File: src/hdl/thl_pkg.sv
// Shared types, widths and segment constants for the thermistor linearizer.
// Used by thl_div and thermistor_temperature_linearizer. No dependencies.
package thl_pkg;

    localparam int SAMPLE_W = 10;
    localparam int TEMP_W   = 7;
    localparam int DIV_N_W  = 25;
    localparam int DIV_D_W  = 12;
    localparam int DIV_C_W  = 5;
    localparam int MV_W     = 12;
    localparam int RES_W    = 15;
    localparam int SEG_W    = 4;

    localparam logic [DIV_C_W-1:0] DIV_LAST  = DIV_C_W'(DIV_N_W - 1);
    localparam logic [SEG_W-1:0]   SEG_LAST  = 4'd9;
    localparam logic [MV_W-1:0]    MV_FULL   = 12'd3300;
    localparam logic [11:0]        MV_SCALE  = 12'd3300;
    localparam logic [13:0]        R_SCALE   = 14'd10000;
    localparam logic [DIV_N_W-1:0] R_LIMIT   = 25'd29371;

    typedef logic [DIV_N_W-1:0] div_num_t;
    typedef logic [DIV_D_W-1:0] div_den_t;

    typedef struct packed {
        logic     start;
        div_num_t dividend;
        div_den_t divisor;
    } div_req_t;

    typedef struct packed {
        logic     done;
        div_num_t quotient;
    } div_rsp_t;

    function automatic logic [RES_W-1:0] seg_low(input logic [SEG_W-1:0] idx);
        logic [RES_W-1:0] v;
        v = '0;
        unique case (idx)
            4'd0: v = 15'd18680;
            4'd1: v = 15'd12240;
            4'd2: v = 15'd8221;
            4'd3: v = 15'd5648;
            4'd4: v = 15'd3958;
            4'd5: v = 15'd2832;
            4'd6: v = 15'd2047;
            4'd7: v = 15'd1506;
            4'd8: v = 15'd1124;
            4'd9: v = 15'd850;
            default: v = '1;
        endcase
        return v;
    endfunction

    function automatic logic [RES_W-1:0] seg_top(input logic [SEG_W-1:0] idx);
        logic [RES_W-1:0] v;
        v = '0;
        unique case (idx)
            4'd0: v = 15'd29370;
            4'd1: v = 15'd18680;
            4'd2: v = 15'd12240;
            4'd3: v = 15'd8221;
            4'd4: v = 15'd5648;
            4'd5: v = 15'd3957;
            4'd6: v = 15'd2831;
            4'd7: v = 15'd2046;
            4'd8: v = 15'd1505;
            4'd9: v = 15'd1123;
            default: v = '0;
        endcase
        return v;
    endfunction

    function automatic div_den_t seg_slope(input logic [SEG_W-1:0] idx);
        div_den_t v;
        v = '0;
        unique case (idx)
            4'd0: v = 12'd1069;
            4'd1: v = 12'd644;
            4'd2: v = 12'd402;
            4'd3: v = 12'd250;
            4'd4: v = 12'd169;
            4'd5: v = 12'd113;
            4'd6: v = 12'd76;
            4'd7: v = 12'd54;
            4'd8: v = 12'd38;
            4'd9: v = 12'd28;
            default: v = 12'd1;
        endcase
        return v;
    endfunction

    function automatic logic [TEMP_W-1:0] seg_off(input logic [SEG_W-1:0] idx);
        logic [TEMP_W-1:0] v;
        v = '0;
        unique case (idx)
            4'd0: v = 7'd0;
            4'd1: v = 7'd7;
            4'd2: v = 7'd17;
            4'd3: v = 7'd28;
            4'd4: v = 7'd40;
            4'd5: v = 7'd50;
            4'd6: v = 7'd60;
            4'd7: v = 7'd70;
            4'd8: v = 7'd80;
            4'd9: v = 7'd90;
            default: v = 7'd0;
        endcase
        return v;
    endfunction

endpackage

File: src/hdl/thl_div.sv
// Bit-serial restoring divider, one quotient bit per cycle.
// Depends on thl_pkg for widths and the request/response structs.
module thl_div
    import thl_pkg::*;
(
    input  logic     clk,
    input  logic     rst_n,
    input  div_req_t req,
    output div_rsp_t rsp
);

    logic               busy_reg, busy_next;
    logic               done_reg, done_next;
    logic [DIV_C_W-1:0] cnt_reg, cnt_next;
    div_den_t           rem_reg, rem_next;
    div_den_t           den_reg, den_next;
    div_num_t           quo_reg, quo_next;
    logic [DIV_D_W:0]   trial;
    logic               fits;

    always_comb
    begin
        trial     = {rem_reg, quo_reg[DIV_N_W-1]};
        fits      = trial >= {1'b0, den_reg};
        busy_next = busy_reg;
        done_next = 1'b0;
        cnt_next  = cnt_reg;
        rem_next  = rem_reg;
        den_next  = den_reg;
        quo_next  = quo_reg;
        if (req.start)
        begin
            busy_next = 1'b1;
            cnt_next  = '0;
            rem_next  = '0;
            den_next  = req.divisor;
            quo_next  = req.dividend;
        end
        else if (busy_reg)
        begin
            rem_next = fits ? DIV_D_W'(trial - {1'b0, den_reg}) : trial[DIV_D_W-1:0];
            quo_next = {quo_reg[DIV_N_W-2:0], fits};
            cnt_next = cnt_reg + 1'b1;
            if (cnt_reg == DIV_LAST)
            begin
                busy_next = 1'b0;
                done_next = 1'b1;
            end
        end
    end

    always_ff @(posedge clk or negedge rst_n)
    begin
        if (!rst_n)
        begin
            busy_reg <= 1'b0;
            done_reg <= 1'b0;
            cnt_reg  <= '0;
        end
        else
        begin
            busy_reg <= busy_next;
            done_reg <= done_next;
            cnt_reg  <= cnt_next;
        end
    end

    always_ff @(posedge clk)
    begin
        rem_reg <= rem_next;
        den_reg <= den_next;
        quo_reg <= quo_next;
    end

    assign rsp.done     = done_reg;
    assign rsp.quotient = quo_reg;

endmodule

File: src/hdl/thermistor_temperature_linearizer.sv
// Top level of the thermistor linearizer: averaging, scaling and segment lookup.
// Depends on thl_pkg and thl_div.
//
// Each sample is a one-cycle transfer. The sample that completes a group of
// SAMPLES starts the conversion and holds sample_stall high until the result
// is loaded into the output register. The average and the resistance each take
// a request to the shared bit-serial divider. The segment scan tries one
// segment per cycle. A resistance inside a segment needs a third division
// before the result is loaded. A result waiting in the output register does
// not hold off samples that only accumulate.
module thermistor_temperature_linearizer
    import thl_pkg::*;
#(
    parameter int SAMPLES = 5
)
(
    input  logic                clk,
    input  logic                rst_n,
    input  logic                sample_valid,
    output logic                sample_stall,
    input  logic [SAMPLE_W-1:0] sample,
    output logic                result_valid,
    input  logic                result_stall,
    output logic [TEMP_W-1:0]   temperature,
    output logic                out_of_range
);

    localparam int SUM_W = $clog2(SAMPLES * 1023 + 1);
    localparam int CNT_W = (SAMPLES > 1) ? $clog2(SAMPLES) : 1;
    localparam logic [CNT_W-1:0] CNT_LAST = CNT_W'(SAMPLES - 1);

    localparam logic [3:0] S_IDLE     = 4'd0;
    localparam logic [3:0] S_AVG      = 4'd1;
    localparam logic [3:0] S_AVG_WAIT = 4'd2;
    localparam logic [3:0] S_MV       = 4'd3;
    localparam logic [3:0] S_RES      = 4'd4;
    localparam logic [3:0] S_RES_WAIT = 4'd5;
    localparam logic [3:0] S_SEG      = 4'd6;
    localparam logic [3:0] S_TMP_WAIT = 4'd7;
    localparam logic [3:0] S_DONE     = 4'd8;

    logic [3:0]          state_reg, state_next;
    logic [SUM_W-1:0]    sum_reg, sum_next;
    logic [CNT_W-1:0]    cnt_reg, cnt_next;
    logic [SAMPLE_W-1:0] avg_reg, avg_next;
    logic [MV_W-1:0]     mv_reg, mv_next;
    logic [RES_W-1:0]    res_reg, res_next;
    logic                high_reg, high_next;
    logic [SEG_W-1:0]    seg_reg, seg_next;
    logic [TEMP_W-1:0]   pend_temp_reg, pend_temp_next;
    logic                pend_oor_reg, pend_oor_next;
    logic                rvalid_reg, rvalid_next;
    logic [TEMP_W-1:0]   temp_reg, temp_next;
    logic                oor_reg, oor_next;

    logic [SUM_W-1:0]    sum_total;
    logic [21:0]         mv_prod;
    logic [25:0]         num_prod;
    logic [RES_W-1:0]    top;
    logic [RES_W-1:0]    diff;
    div_req_t            div_req;
    div_rsp_t            div_rsp;

    thl_div u_div
    (
        .clk   (clk),
        .rst_n (rst_n),
        .req   (div_req),
        .rsp   (div_rsp)
    );

    assign sum_total = sum_reg + SUM_W'(sample);
    assign mv_prod   = avg_reg * MV_SCALE;
    assign num_prod  = mv_reg * R_SCALE;
    assign top       = seg_top(seg_reg);
    assign diff      = (top > res_reg) ? (top - res_reg) : '0;

    always_comb
    begin
        state_next     = state_reg;
        sum_next       = sum_reg;
        cnt_next       = cnt_reg;
        avg_next       = avg_reg;
        mv_next        = mv_reg;
        res_next       = res_reg;
        high_next      = high_reg;
        seg_next       = seg_reg;
        pend_temp_next = pend_temp_reg;
        pend_oor_next  = pend_oor_reg;
        rvalid_next    = rvalid_reg && result_stall;
        temp_next      = temp_reg;
        oor_next       = oor_reg;
        div_req        = '0;

        unique case (state_reg)
            S_IDLE:
            begin
                if (sample_valid)
                begin
                    sum_next = sum_total;
                    if (cnt_reg == CNT_LAST)
                    begin
                        state_next = S_AVG;
                    end
                    else
                    begin
                        cnt_next = cnt_reg + 1'b1;
                    end
                end
            end
            S_AVG:
            begin
                div_req.start    = 1'b1;
                div_req.dividend = DIV_N_W'(sum_reg);
                div_req.divisor  = DIV_D_W'(SAMPLES);
                sum_next         = '0;
                cnt_next         = '0;
                state_next       = S_AVG_WAIT;
            end
            S_AVG_WAIT:
            begin
                if (div_rsp.done)
                begin
                    avg_next   = div_rsp.quotient[SAMPLE_W-1:0];
                    state_next = S_MV;
                end
            end
            S_MV:
            begin
                mv_next    = mv_prod[21:10];
                state_next = S_RES;
            end
            S_RES:
            begin
                div_req.start    = 1'b1;
                div_req.dividend = num_prod[DIV_N_W-1:0];
                div_req.divisor  = MV_FULL - mv_reg;
                state_next       = S_RES_WAIT;
            end
            S_RES_WAIT:
            begin
                if (div_rsp.done)
                begin
                    res_next   = div_rsp.quotient[RES_W-1:0];
                    high_next  = div_rsp.quotient >= R_LIMIT;
                    seg_next   = '0;
                    state_next = S_SEG;
                end
            end
            S_SEG:
            begin
                priority if (high_reg)
                begin
                    pend_temp_next = '0;
                    pend_oor_next  = 1'b1;
                    state_next     = S_DONE;
                end
                else if (res_reg > seg_low(seg_reg))
                begin
                    div_req.start    = 1'b1;
                    div_req.dividend = DIV_N_W'(diff);
                    div_req.divisor  = seg_slope(seg_reg);
                    state_next       = S_TMP_WAIT;
                end
                else if (seg_reg == SEG_LAST)
                begin
                    pend_temp_next = '0;
                    pend_oor_next  = 1'b1;
                    state_next     = S_DONE;
                end
                else
                begin
                    seg_next = seg_reg + 1'b1;
                end
            end
            S_TMP_WAIT:
            begin
                if (div_rsp.done)
                begin
                    pend_temp_next = div_rsp.quotient[TEMP_W-1:0] + seg_off(seg_reg);
                    pend_oor_next  = 1'b0;
                    state_next     = S_DONE;
                end
            end
            S_DONE:
            begin
                if (!rvalid_reg || !result_stall)
                begin
                    rvalid_next = 1'b1;
                    temp_next   = pend_temp_reg;
                    oor_next    = pend_oor_reg;
                    state_next  = S_IDLE;
                end
            end
            default:
            begin
                state_next = S_IDLE;
            end
        endcase
    end

    always_ff @(posedge clk or negedge rst_n)
    begin
        if (!rst_n)
        begin
            state_reg  <= S_IDLE;
            sum_reg    <= '0;
            cnt_reg    <= '0;
            rvalid_reg <= 1'b0;
        end
        else
        begin
            state_reg  <= state_next;
            sum_reg    <= sum_next;
            cnt_reg    <= cnt_next;
            rvalid_reg <= rvalid_next;
        end
    end

    always_ff @(posedge clk)
    begin
        avg_reg       <= avg_next;
        mv_reg        <= mv_next;
        res_reg       <= res_next;
        high_reg      <= high_next;
        seg_reg       <= seg_next;
        pend_temp_reg <= pend_temp_next;
        pend_oor_reg  <= pend_oor_next;
        temp_reg      <= temp_next;
        oor_reg       <= oor_next;
    end

    assign sample_stall = state_reg != S_IDLE;
    assign result_valid = rvalid_reg;
    assign temperature  = temp_reg;
    assign out_of_range = oor_reg;

endmodule

File: config.mk
export PLATFORM = sky130hd
export DESIGN_NAME = thermistor_temperature_linearizer
export DESIGN_NICKNAME = d
export VERILOG_FILES = /design/src/hdl/thl_pkg.sv /design/src/hdl/thl_div.sv /design/src/hdl/thermistor_temperature_linearizer.sv
export SDC_FILE = /design/constraint.sdc
export NUM_CORES = 1
export LEC_CHECK = 0
export ABC_AREA = 1
export BUFFER_PORTS_ARGS = -buffer_cell sky130_fd_sc_hd__clkbuf_2
export CAP_MARGIN = 5
export CORE_UTILIZATION = 45
export CTS_BUF_LIST = sky130_fd_sc_hd__clkbuf_2
export DETAILED_ROUTE_END_ITERATION = 7
export GPL_ROUTABILITY_DRIVEN = 0
export PLACE_DENSITY_LB_ADDON = 0.2
export SLEW_MARGIN = 10
export SYNTH_ARGS = -nofsm -noshare
export SYNTH_HDL_FRONTEND = slang
export SYNTH_SLANG_ARGS = --single-unit
File: constraint.sdc
create_clock -name clk -period 7.7 [get_ports clk]
set_clock_uncertainty 0.15 [all_clocks]
set_input_delay 1.54 -clock clk [delete_from_list [all_inputs] [get_ports clk]]
set_output_delay 1.54 -clock clk [all_outputs]
set_load 0.1 [all_outputs]
# Word-level counts from Yosys, hierarchy flattened
# Memory sizes are Yosys's and may differ from the RTL's. A register that Yosys moved wholly into a read port is not among the register bits.
# Cells that the tools add are included.
# Widths: inputs -> output; s select.
dict set report op_classes {
  addsub 8
  n_mul 2
  magnitude_cmp 4
  n_eq_ne 24
  n_mux 55
  reduce_logical 18
}
# op count
set op_table {}
lappend op_table {{$pmux 38 s3} 1}
lappend op_table {{$mux 38} 2}
lappend op_table {{$mux 4} 17}
lappend op_table {{$mux 25} 2}
lappend op_table {{$mux 15} 3}
lappend op_table {{$mux 7} 6}
lappend op_table {{$pmux 4 s9} 1}
lappend op_table {{$gt 15x15->1} 2}
lappend op_table {{$pmux 13 s2} 1}
lappend op_table {{$ge 25x15->1 const B} 1}
lappend op_table {{$mul 12x10->21 const B} 1}
lappend op_table {{$mul 10x10->20 const B} 1}
lappend op_table {{$eq 4x3->1 const B} 4}
lappend op_table {{$sub 15x15->15} 1}
lappend op_table {{$ne 2x2->1 const B} 7}
lappend op_table {{$pmux 7 s2} 1}
lappend op_table {{$add 13x10->13} 1}
lappend op_table {{$ge 13x12->1} 1}
lappend op_table {{$mux 13} 1}
lappend op_table {{$mux 1} 12}
lappend op_table {{$mux 12} 1}
lappend op_table {{$sub 12x12->12} 1}
lappend op_table {{$sub 12x12->12 const A} 1}
lappend op_table {{$mux 5} 2}
lappend op_table {{27 further kinds} 40}
dict set report totals {
  register_bits 135
  rom_bits 768
  input_bits 14
  elab_cells 134
  n_memories 4
}
# memory words width rd rd_clocked_by_memory_dff wr line_no
set mem_list {}
lappend mem_list {{(name not given)} 16 15 1 1 0 thl_pkg.sv:38} ;# unique case (idx)
lappend mem_list {{(name not given)} 16 15 1 1 0 thl_pkg.sv:57} ;# unique case (idx)
lappend mem_list {{(name not given)} 16 11 1 1 0 thl_pkg.sv:76} ;# unique case (idx)
lappend mem_list {{(name not given)} 16 7 1 1 0 thl_pkg.sv:95} ;# unique case (idx)

# Depth between registers and ports, before layout
dict set report depth {
  word_depth 7
  mapped_depth 23
  ltp_nobuf 23
}

# Modules after synthesis
# A second synthesis with hierarchy kept.
dict set report unflattened {
  cells_unflattened 1719
  area_unflattened_um2 14261.2
}
# module instances cells_each area_each_um2
set modules_own_cells {}
lappend modules_own_cells {thermistor_temperature_linearizer 1 1328 11116.9}
lappend modules_own_cells {thl_div 1 391 3144.3}

# Worst setup path after synthesis
# Ideal clock, no wire load.
dict set report synth_path {
  path_kind {register to register}
  from {reg avg_reg[4]}
  to {reg mv_reg[9] (data pin)}
  setup_ns 0.259
  arrival_ns 4.005
  path_slack_ns 3.286
  stages_incl_launch_ff 19
  path_buffers 0
  synth_period_minus_slack_ns 4.414
  cell_sequence {edfxtp_1 > ha_1 > ha_1 > inv_1 > fa_1 > inv_1 > fa_1 > inv_1 > fa_1 > inv_1 > ha_1 > nand2_1 > a21oi_1 > a211oi_1 > o21ai_0 > a21boi_0 > o21ai_0 > nand2_1 > nand2_1}
}
dict set report synth_via {
  elab_chain_cells 1
}
# element line_no
set synth_lines {}
lappend synth_lines {{from (decl)} thermistor_temperature_linearizer.sv:45} ;# logic [SAMPLE_W-1:0] avg_reg, avg_next;
lappend synth_lines {{from (signal assigned)} thermistor_temperature_linearizer.sv:222} ;# avg_reg <= avg_next;
lappend synth_lines {{$mul 10x10->20} thermistor_temperature_linearizer.sv:73} ;# assign mv_prod = avg_reg * MV_SCALE;
lappend synth_lines {{via mv_prod[19]} thermistor_temperature_linearizer.sv:57} ;# logic [21:0] mv_prod;
lappend synth_lines {{to (signal assigned)} thermistor_temperature_linearizer.sv:223} ;# mv_reg <= mv_next;
lappend synth_lines {{to (decl)} thermistor_temperature_linearizer.sv:46} ;# logic [MV_W-1:0] mv_reg, mv_next;
# The timed path passes the listed nets, and every way through them passes these cells.
# A chain may end at the register's enable or synchronous reset.

# Worst setup path after layout
# Same ends and word-level chain as after synthesis.

==> impl_metrics.py <==
metrics = {
    "setup_path": {
        "worstPathMaxFanout": 5,
        "worst_ep_arrival_time_ns": 5.26,
        "required_ns": 8.17,
        "rr_startpoint": "avg_reg[4]$_DFFE_PP_",
        "crit_path_start_kind": "flop",
        "cp-end-kind": "flop",
        "cp-startpoint": "avg_reg[4]$_DFFE_PP_",
        "reg2reg_depth": 18,
        "r2r_end": "mv_reg[9]$_DFFE_PN_",
        "r2r_setup_slack_ns": 2.91,
        "criticalPathCategory": "reg -> reg",
    },
    "grt": {
        "grt_max_degree": 30,
        "overflow": 0,
        "grt_pass1_wl_mm": 54.2,
        "grt_util_all_layers_pct": 22.3,
        "grt_pass1_vias": 10300,
        "antenna_found_initial": 1,
    },
    "sta": {
        "setup_tns_ns": 0,
        "setup_ws_ns": 2.91,
        "fmax_mhz": 209,
        "slew_violations": 0,
        "setup_viol": 0,
        "hold_viol_final": 0,
        "rsz0062_at_grt": "false",
        "tightest_slew_ns": 1.15,
        "period_share_pct": 62.2,
        "post-route-min-period_ns": 4.79,
        "slew-limit-headroom_pct": 23.3,
    },
    "layout": {
        "area_growth_pct": 5.59,
        "seqCellArea_um2": 4750,
        "nets": 1921,
        "multi_input_area_um2": 7880,
        "fillerInstances": 2930,
        "drive_gt1_share_pct": 5.05,
    },
    "floorplan": {
        "die_w_um": 177,
        "dieArea_um2": 31500,
        "start_util_pct": 46.2,
        "design.core.area_um2": 30000,
        "io_pins": 24,
        "die_h_um": 177,
        "placementRows": 63,
    },
    "synthesis": {
        "ys_types": 53,
        "synth.most_common_cell": "nand2_1",
        "synth-seq-cells": 183,
        "syn_area_um2": 13800,
        "syn_area_per_cell_um2": 8.51,
        "async_flop_share_pct": 15.3,
        "yosys.area.top_type": "edfxtp_1",
        "synth_top_area_share_pct": 20.6,
        "syn_inst": 1627,
        "ys_seq_area_share_pct": 34.3,
        "syn-num-nets": 1896,
        "synth_ff_type": "edfxtp_1",
        "ys_warn_count": 0,
        "ys_top_cells_by_count": "328 x nand2_1, 282 x inv_1, 206 x ha_1",
        "synth_area_leaders": "edfxtp_1 21%, ha_1 19%, nand2_1 8.9%",
        "synth_edf_count": 95,
    },
    "power_and_ir_drop": {
        "seqPwrFrac_pct": 64.3,
        "switching_share_pct": 25.0,
        "combinationalPowerShare_pct": 0.9,
        "clkPwrFrac_pct": 34.8,
        "power.density_nw_per_um2": 108,
        "p_int_w": 0.00119,
        "leakage_nw": 7.44,
        "power.switching_w": 0.000397,
        "ir_drop_mv": 0.0781,
    },
    "cts": {
        "cts_htree_levels": 4,
        "tritoncts.num_buffers": 17,
        "clock_path_buffers": 2,
        "cts_setup_buffers": 0,
        "post_cts_resized": 0,
        "cts_hold_buf": 0,
        "cts_tree": "yes",
        "cts_root_buf": "clkbuf_2",
        "clkTransAtPathRegs_ns": 0.31,
        "clk_latency_ns": 0.83,
        "cts.sinks": 183,
    },
    "min_path": {
        "whs_path_depth": 0,
        "hold_class": "reg -> reg",
        "min_to": "out_of_range$_DFFE_PP_",
        "min-delay-start": "pend_oor_reg$_DFFE_PP_",
    },
    "placement": {
        "port_buffers": 23,
        "hpwl_mm": 26.2,
        "dp_slack_ns": 2.97,
    },
    "detailed_routing": {
        "num_vias": 10700,
        "drcViolationCount": 0,
        "first_iter_violations": 712,
        "routed_wl_mm": 33.3,
        "routed_via_density": 5.22,
        "first_pass_iters": 7,
        "wire_per_inst_um": 16.2,
        "drtAntennaViolNets": 0,
    },
    "run": {
        "max-cap-violations": 0,
    },
    "outcome": {
        "status": "finished clean",
    },
}
[cells by family (layout without fill, tap and decap cells)]
logic type | after synthesis | in the layout | share of synthesized area, %
DFF | 183 | 183 | 34.3
xor gates and xnor gates | 40 | 40 | 2.53
and+or+nand+nor | 610 | 610 | 19.2
adders and majority gates | 255 | 255 | 25.7
buffers and inverters | 308 | 346 | 8.74
AOI/OAI and AO/OA | 231 | 231 | 9.53
other | 0 | 1 | 0
[worst max-delay path, stage by stage (launching register included)]
cell and delay [ns]:
edfxtp_1 0.54, ha_1 0.35, ha_1 0.28, inv_1 0.05, fa_1 0.53, inv_1 0.05, fa_1 0.53, inv_1 0.05
fa_1 0.49, inv_1 0.04, ha_1 0.36, nand2_1 0.10, a21oi_1 0.04, a211oi_1 0.18, o21ai_0 0.21, a21boi_0 0.38
o21ai_0 0.13, nand2_1 0.07, nand2_1 0.05
[area by class of cell]
| type | instances | share of cell area [%] |
|---|---|---|
| multi-input cells | 1136 | 53.9 |
| flip-flops and latches | 183 | 32.5 |
| inverters | 287 | 7.37 |
| well taps | 390 | 3.34 |
| clock inverters | 15 | 1.28 |
| repair buffers | 27 | 0.993 |
| clock buffers | 17 | 0.582 |
| diodes | 1 | 0.0171 |
[through the flow]
| stage | util (%) | total power (W) | std cells | hold WS, ns | cell area, um^2 |
|---|---|---|---|---|---|
| floorplan | - | 0.00104 | 1627 | 0.250 | 13800 |
| global placement | 47.9 | 0.00105 | 2023 | 0.252 | 14300 |
| detailed placement | 47.9 | 0.00105 | 2023 | 0.255 | 14300 |
| CTS | 48.8 | 0.00160 | 2055 | 0.318 | 14600 |
| global route | 48.8 | 0.00163 | 2056 | 0.323 | 14600 |
| finish | 48.8 | 0.00159 | 2056 | 0.314 | 14600 |
[worst max path at each step]
stage | slack [ns] | to | cells past startpoint
global route | 2.66 | u_div.quo_reg[22]$_DFFE_PP_ | 16
floorplan | 3.29 | mv_reg[9]$_DFFE_PN_ | 18
detailed placement | 2.97 | mv_reg[9]$_DFFE_PN_ | 18
finish | 2.91 | mv_reg[9]$_DFFE_PN_ | 18
global placement | 3.08 | mv_reg[9]$_DFFE_PN_ | 18
CTS | 2.96 | mv_reg[9]$_DFFE_PN_ | 18
[per-layer routing]
metal | GRT usage [%] | wire [um] | part of all wire, %
met5 | 0 | 0 | 0
met4 | 5.38 | 480 | 1.4
met3 | 2.93 | 1480 | 4.4
met2 | 34.8 | 15000 | 45
met1 | 32.5 | 16400 | 49
[power groups by stage]
stage	registers, W	logic (W)	clock network, W
final	0.00102	0.0000145	0.000552
after global routing	0.00102	0.0000168	0.000597
after CTS	0.00102	0.0000146	0.000568
after detailed placement	0.00104	0.0000144	0
after global placement	0.00104	0.0000144	0
after floorplan	0.00104	0.00000600	0
[cells in the final DEF, fill, tap and decap left out, types with 4 or more instances in the layout]
cell	count
o21bai_1	6
xnor2_1	14
buf_4	4
dfrtp_1	28
a21oi_1	100
dfxtp_1	60
xor2_1	26
clkbuf_2	40
o21a_1	8
nand2_2	4
or2_2	7
fa_1	49
ha_1	206
nor2_1	97
edfxtp_1	95
o22ai_1	6
nand4_1	23
o211ai_1	4
o21ai_1	6
inv_1	282
nand3_1	112
nor3_1	13
nand2_1	328
a21o_1	8
inv_6	4
a31oi_1	8
nand3b_1	11
o21ai_0	64
(Power assumes the default switching activity.)
